[src/tpa_pkg.sv]
// ----------------------------------------------------------------------------
// tpa_pkg: shared constants and types for the ToF phase atan2 pipeline
// Fixed-point format, rounded angle constants, reciprocal constants for
// the series divisions and the context word that rides along the pipeline.
// ----------------------------------------------------------------------------
package tpa_pkg;

	localparam int FRAC_BITS = 16;
	localparam int NUM_W     = 32 + FRAC_BITS;   // dividend width of the dividers
	localparam int M_W       = FRAC_BITS + 1;    // series operand width, 0..1.0
	localparam int DIV_STEPS = 32;               // quotient bits per divide
	localparam int ANGLE_W   = 20;

	// reciprocals for the truncating divisions by 3 and 5
	localparam int RCP_K = FRAC_BITS + 2;
	localparam logic [RCP_K-1:0] RCP3 = RCP_K'((64'd1 << RCP_K) / 3);
	localparam logic [RCP_K-1:0] RCP5 = RCP_K'((64'd1 << RCP_K) / 5);

	localparam longint PI_Q32      = 64'sd13493037705;
	localparam longint HALF_PI_Q32 = 64'sd6746518852;
	localparam logic [31:0] PI_FX =
		32'((PI_Q32 + (64'sd1 <<< (31 - FRAC_BITS))) >>> (32 - FRAC_BITS));
	localparam logic [31:0] HALF_PI_FX =
		32'((HALF_PI_Q32 + (64'sd1 <<< (31 - FRAC_BITS))) >>> (32 - FRAC_BITS));
	localparam logic [31:0] ONE_FX = 32'd1 << FRAC_BITS;

	// per-item flags and magnitude carried beside the datapath
	typedef struct packed {
		logic        x_zero;
		logic        x_neg;
		logic        y_neg;
		logic        y_zero;
		logic        ovf;     // |y|/|x| overflows 32 quotient bits
		logic        fold;    // |z| > 1, use pi/2 - atan(1/|z|)
		logic        neg;     // z < 0
		logic [31:0] mag;     // saturated |z|
	} tpa_ctx_t;

endpackage

[src/tpa_series.sv]
// ----------------------------------------------------------------------------
// tpa_series: odd power series m - m^3/3 + m^5/5 for 0 <= m <= 1.0
// Five register stages; every product is registered before the next use.
// ----------------------------------------------------------------------------
module tpa_series (
	input  logic                     clk,
	input  logic                     arst_n,
	input  logic                     en,
	input  logic                     in_vld,
	input  logic [tpa_pkg::M_W-1:0]  m,
	input  tpa_pkg::tpa_ctx_t        in_ctx,
	output logic                     out_vld,
	output logic [tpa_pkg::M_W-1:0]  res,
	output tpa_pkg::tpa_ctx_t        out_ctx
);

	localparam int F  = tpa_pkg::FRAC_BITS;
	localparam int W  = tpa_pkg::M_W;
	localparam int K  = tpa_pkg::RCP_K;
	localparam int PW = W + K;

	logic [W-1:0]  m_s1, m2_s1;
	logic [W-1:0]  m_s2, m2_s2, m3_s2;
	logic [W-1:0]  m_s3, m3_s3, m5_s3;
	logic [PW-1:0] p3_s3;
	logic [W-1:0]  m_s4, q3_s4, m5_s4;
	logic [PW-1:0] p5_s4;
	logic [W-1:0]  res_s5;
	tpa_pkg::tpa_ctx_t ctx_s1, ctx_s2, ctx_s3, ctx_s4, ctx_s5;
	logic vld_s1, vld_s2, vld_s3, vld_s4, vld_s5;

	logic [2*W-1:0] sq, cu, fi;
	logic [W-1:0]   q3_c, q5_c;
	logic [W+1:0]   r3, r5;
	logic [W:0]     sum;

	logic [PW-1:0] RCP3_W, RCP5_W;
	assign RCP3_W = PW'(tpa_pkg::RCP3);
	assign RCP5_W = PW'(tpa_pkg::RCP5);

	// truncated fixed-point products
	assign sq = m * m;
	assign cu = m2_s1 * m_s1;
	assign fi = m3_s2 * m2_s2;

	// divide by 3 and 5: reciprocal estimate, then one correction step
	always_comb begin
		q3_c = p3_s3[K +: W];
		r3   = (W+2)'(m3_s3) - (((W+2)'(q3_c) << 1) + (W+2)'(q3_c));
		if (r3 >= (W+2)'(3)) q3_c = q3_c + 1'b1;
		q5_c = p5_s4[K +: W];
		r5   = (W+2)'(m5_s4) - (((W+2)'(q5_c) << 2) + (W+2)'(q5_c));
		if (r5 >= (W+2)'(5)) q5_c = q5_c + 1'b1;
		sum  = (W+1)'(m_s4) - (W+1)'(q3_s4) + (W+1)'(q5_c);
	end

	always_ff @(posedge clk) begin
		if (en) begin
			m_s1   <= m;
			m2_s1  <= sq[F +: W];
			ctx_s1 <= in_ctx;
			m_s2   <= m_s1;
			m2_s2  <= m2_s1;
			m3_s2  <= cu[F +: W];
			ctx_s2 <= ctx_s1;
			m_s3   <= m_s2;
			m3_s3  <= m3_s2;
			m5_s3  <= fi[F +: W];
			p3_s3  <= m3_s2 * RCP3_W;
			ctx_s3 <= ctx_s2;
			m_s4   <= m_s3;
			q3_s4  <= q3_c;
			m5_s4  <= m5_s3;
			p5_s4  <= m5_s3 * RCP5_W;
			ctx_s4 <= ctx_s3;
			res_s5 <= sum[W-1:0];
			ctx_s5 <= ctx_s4;
		end
	end

	always_ff @(posedge clk or negedge arst_n) begin
		if (!arst_n) begin
			vld_s1 <= 1'b0;
			vld_s2 <= 1'b0;
			vld_s3 <= 1'b0;
			vld_s4 <= 1'b0;
			vld_s5 <= 1'b0;
		end else if (en) begin
			vld_s1 <= in_vld;
			vld_s2 <= vld_s1;
			vld_s3 <= vld_s2;
			vld_s4 <= vld_s3;
			vld_s5 <= vld_s4;
		end
	end

	assign out_vld = vld_s5;
	assign res     = res_s5;
	assign out_ctx = ctx_s5;

endmodule

[config.mk]
export PLATFORM = sky130hd
export DESIGN_NAME = tpa_series
export DESIGN_NICKNAME = d
export VERILOG_FILES = /design/src/tpa_pkg.sv /design/src/tpa_series.sv
export SDC_FILE = /design/constraint.sdc
export NUM_CORES = 2
export LEC_CHECK = 0
export ABC_AREA = 1
export CAP_MARGIN = 20
export CORE_ASPECT_RATIO = 0.7
export CORE_MARGIN = 1
export CORE_UTILIZATION = 45
export CTS_BUF_LIST = sky130_fd_sc_hd__clkbuf_8
export CTS_CLUSTER_SIZE = 14
export DETAILED_ROUTE_END_ITERATION = 6
export DONT_BUFFER_PORTS = 1
export PLACE_DENSITY = 0.73
export SKIP_CTS_REPAIR_TIMING = 1
export SLEW_MARGIN = 20
export SYNTH_ARGS = -nofsm -noshare
export SYNTH_HDL_FRONTEND = slang
export SYNTH_SLANG_ARGS = --single-unit
[constraint.sdc]
create_clock -name clk -period 5.4 [get_ports clk]
set_input_delay 0.27 -clock clk [delete_from_list [all_inputs] [get_ports clk]]
set_output_delay 0.27 -clock clk [all_outputs]
set_load 0.05 [all_outputs]
==> Word-level counts from Yosys, hierarchy flattened <==
Index checks and enable logic that the tools add are counted.
{ "word_totals": {"regBits": 472, "inputBits": 60, "output_inout_bits": 57, "wordCells": 76} }
{ "classes": {"add_sub_neg": 8, "multipliers": 5, "order_cmp": 2, "mux": 2} }
{ "ops": {"columns": ["cell", "n"], "rows": [
  ["multiplier 17 x 17 -> 33 bit", 3],
  ["subtractor 17 x 19 -> 19 bit", 2],
  ["adder 17 x 1 -> 17 bit, second input constant", 2],
  ["multiplier 17 x 17 -> 34 bit, second input constant", 1],
  ["2-to-1 mux 17 bit", 2],
  ["multiplier 17 x 14 -> 31 bit, second input constant", 1],
  ["adder 18 x 17 -> 19 bit", 1],
  ["adder 19 x 17 -> 19 bit", 1],
  ["greater-or-equal comparator 19 x 2 -> 1 bit, second input constant", 1],
  ["greater-or-equal comparator 19 x 3 -> 1 bit, second input constant", 1],
  ["adder 17 bit", 1],
  ["subtractor 17 bit", 1]
]} }

==> Logic depth before layout (Yosys ltp) <==
{ "depth": {"word_depth": 5, "ltp_mapped": 32, "depth_no_buf": 31} }

==> Worst setup path after synthesis <==
Ideal clock, no wire load.
{ "synth_timing": {"kind": "flip-flop to flip-flop", "start": "register m3_s2[16]", "end": "register m5_s3[13] (data pin)", "setup_time_ps": 252, "t_arrival_ps": 5678, "required_ps": 5148, "slack_ps": -530, "path_stages_with_launch": 27, "path_buffers": 2, "cell_sequence": "edfxtp_1 -> clkbuf_1 -> clkbuf_1 -> nand2_1 -> fa_1 -> inv_1 -> fa_1 -> inv_1 -> fa_1 -> inv_1 -> fa_1 -> inv_1 -> fa_1 -> inv_1 -> fa_1 -> ha_1 -> nand2_1 -> nor2_1 -> inv_1 -> nor3_1 -> nand3_1 -> nand3_1 -> nand2_1 -> o211ai_1 -> nand2_1 -> nand3_1 -> nand2_1"} }
{ "synth_via": {"elab_chain_cells": 1} }
{ "synth_lines": {"columns": ["item", "line", "text"], "rows": [
  ["start, declared", "tpa_series.sv:23", "logic [W-1:0] m_s2, m2_s2, m3_s2;"],
  ["start signal, assigned", "tpa_series.sv:64", "m3_s2 <= cu[F +: W];"],
  ["multiplier 17 x 17 -> 33 bit", "tpa_series.sv:44", "assign fi = m3_s2 * m2_s2;"],
  ["net fi[29]", "tpa_series.sv:32", "logic [2*W-1:0] sq, cu, fi;"],
  ["end signal, assigned", "tpa_series.sv:68", "m5_s3 <= fi[F +: W];"],
  ["end, declared", "tpa_series.sv:24", "logic [W-1:0] m_s3, m3_s3, m5_s3;"]
]} }
The timed path passes the listed nets, and every way through them passes these cells.
A chain may end at the register's enable or synchronous reset.

==> Worst setup path after layout <==
{ "layout_timing": {"start": "register m2_s1[7]", "end": "register m3_s2[14] (data pin)"} }
{ "layout_via": {"elab_chain_cells": 1} }
{ "layout_lines": {"columns": ["item", "line", "text"], "rows": [
  ["start, declared", "tpa_series.sv:22", "logic [W-1:0] m_s1, m2_s1;"],
  ["start signal, assigned", "tpa_series.sv:60", "m2_s1 <= sq[F +: W];"],
  ["multiplier 17 x 17 -> 33 bit", "tpa_series.sv:43", "assign cu = m2_s1 * m_s1;"],
  ["net cu[30]", "tpa_series.sv:32", null]
]} }
The timed path passes the listed nets, and every way through them passes these cells.

==> out/metrics.cfg <==
[detailed_routing]
via_count = 41500
route.detailed.drc = 0
drt_iter0_markers = 3227
wl_per_cell_microns = 17.1
wirelength_mm = 143
drtAntennaViolNets = 0
firstDrtPassIters = 6
vias_per_cell = 4.98

[layout]
area_growth_pct = 18.8
drive_above_1_share = 0.167
utilization = 0.541
nNetsFinal = 8180
finalInstanceArea_sq_um = 66200
fillers = 10500

[logic_synthesis]
synth.area.top_cells = fa_1, edfxtp_1, ha_1, inv_1, nand2_1
synth-edff-count = 430
synth_top_family_by_area = adder cells
synth_compound_area_frac = 0.0401
synth_simple_gate_area_frac = 0.133
syn_avg_cell_area_sq_um = 9.12
synth-xor-area-share = 0.0220
syn_area_sq_um = 55700
syn-num-nets = 7656
synth_top_area_frac = 0.301
async_flop_share = 0.0115
synth-main-ff-cell = edfxtp_1
yosysMostFrequentCell = inv_1
yosysTopAreaCell = fa_1
synth_fa_ha_area_frac = 0.447
ys_seq_area_frac = 0.234
synth_common_cells = inv_1, nand2_1, fa_1, ha_1, edfxtp_1
syn_inst = 6107
synth.ff_latch_count = 435
synth_cell_type_count = 51
yosys_warnings = 0
muxShareOfSynthArea = 0.000202

[grt]
grt_use_met2 = 0.321
grt_use_total = 0.222
grt_max_degree = 440
grt_pass1_vias = 41200
grt-ovfl-total = 0
grtUsageMet3 = 0.0505
grt_most_used_layer = met1
antenna_found_initial = 1
grt_pass1_wl_mm = 220
grtUsageMet1 = 0.339

[clock_tree]
clkLatencyLatePin_ps = 710
cts_max_level = 3
numCtsBuffers = 76
clk_pin_slew_ps = 50
cts_tree = built
clk_path_buf_depth = 3
cts.sinks = 435
cts_root_buffer = clkbuf_8

[floorplanning]
start_util = 0.456
die_x_microns = 423
dieArea_sq_um = 125000
rows = 107
core_area_sq_um = 122000
die_y_microns = 296
ioPinCount = 117

[status]
status = complete, but fails checks
violations = hold timing, setup timing

[worst_setup_path]
max_stage_delay_ps = 530
crit_path_top_delay_cell = fa_1
crit_top_cell = fa_1
r2r_slack_ps = -340
required_ps = 5910
critPathKind = flip-flop to flip-flop
cp-start-kind = flip-flop
path_delay_family = adder cells
end_kind = flip-flop
crit_chain = buf_12, buf_4, nand2_2, fa_1, fa_1, inv_1, fa_1, inv_1, fa_1, fa_1, inv_1, fa_1, ha_4, nand2_4, nor2_4, inv_2, nor3_2, nand3_1, nand3_2, nand2_1, o211ai_1, nand2_1, nand2_1, xor2_1
path_buf_inv = 6
cp_max_fo = 5
cp.arrival_ps = 6250

[timing]
setup_viol = 29
drv_slew = 0
clock.fmax_mhz = 174
hold_violations = 15
setup_ws_ps = -339
rsz0062_at_grt = yes
whs_ps = -105
tightest_slew_ps = 1220
post-route-min-period_ps = 5740
slew_headroom = 0.189
period_share = 1.06
skew_ps = 52.9

[run]
maxCapViolations = 0

[placed_design]
dpl_cell_area_sq_um = 60900
port_buffers = 0
dp_hpwl_mm = 116
dp_slack_ps = -434
globalplace.congestion = 0.954

[worst_hold_path]
hold_path.class = input port to flip-flop

## per-layer routing
metal | vias to the layer above | wire length [microns]
li1 | 19500 | -
met1 | 20300 | 66900
met2 | 1520 | 60900
met3 | 145 | 12500
met4 | 0 | 2200
met5 | - | 0
## layout make-up
cell class	count	area [sq um]	area share
multi-input combinational	3850	37900	0.573
sequential	435	13000	0.197
inverter	1647	6180	0.0934
timing repair buffer	621	5460	0.0826
tap	1635	2050	0.0309
clock buffer	76	1050	0.0158
clock inverter	61	505	0.00764
antenna	1	2.50	0.0000378
## cells in the final DEF, fill, tap and decap left out, types with 65 or more instances in the layout
cell,count
a21oi_1,155
buf_4,462
clkbuf_8,76
edfxtp_1,430
fa_1,820
ha_1,570
ha_4,68
inv_1,1586
inv_2,75
nand2_1,1259
nand2_2,72
nand3_1,116
nor2_1,180
o21ai_0,65
xor2_1,98
## registers in the layout, indices dropped and copies added (netlist names), 39 cells and up
register / flops
ctx_s2: 39
ctx_s4: 39
ctx_s1: 39
ctx_s3: 39
out_ctx: 39
## final timing paths
kind                          start   endpoint  cells past startpoint
min in group asynchronous    arst_n    out_vld                      2
min reg2reg                 m_s3[5]    m_s4[5]                      0
max in group asynchronous    arst_n     vld_s2                      2
max                        m2_s1[7]  m3_s2[14]                     24
max reg2reg                m2_s1[7]  m3_s2[14]                     24
min                              en   q3_s4[0]                      0
## kinds of logic (layout without fill, tap and decap cells)
family,Yosys count,after routing
multiplexers,1,1
XOR/XNOR,140,140
buffers and inverters,1822,2405
other,0,1
AO/OA/AOI/OAI,397,397
flip-flops,435,435
adder cells (fa/ha/maj),1489,1489
AND/OR/NAND/NOR,1823,1823
## worst register-to-register path: cells and delay by family (launching register included)
| kind | cells | cell delay, ps |
|---|---|---|
| adders and majority gates | 7 | 3310 |
| DFF | 1 | 440 |
| buffers and inverters | 6 | 520 |
| xor gates and xnor gates | 1 | 170 |
| and+or+nand+nor | 9 | 980 |
| AOI/OAI and AO/OA | 1 | 150 |
## stage by stage
step | hold WS [ps] | cells | setup TNS, ps
after global routing | -214 | 8326 | -10390
after detailed placement | -25.4 | 8028 | -9690
after floorplan | -25.6 | 6107 | -47.5
after global placement | -25.5 | 8028 | -6170
final | -105 | 8326 | -4090
after CTS | -761 | 8165 | -10080
Power is left out: the tool's default activity adds up to more than one toggle a clock period on the data nets, which glitch-free logic cannot reach.
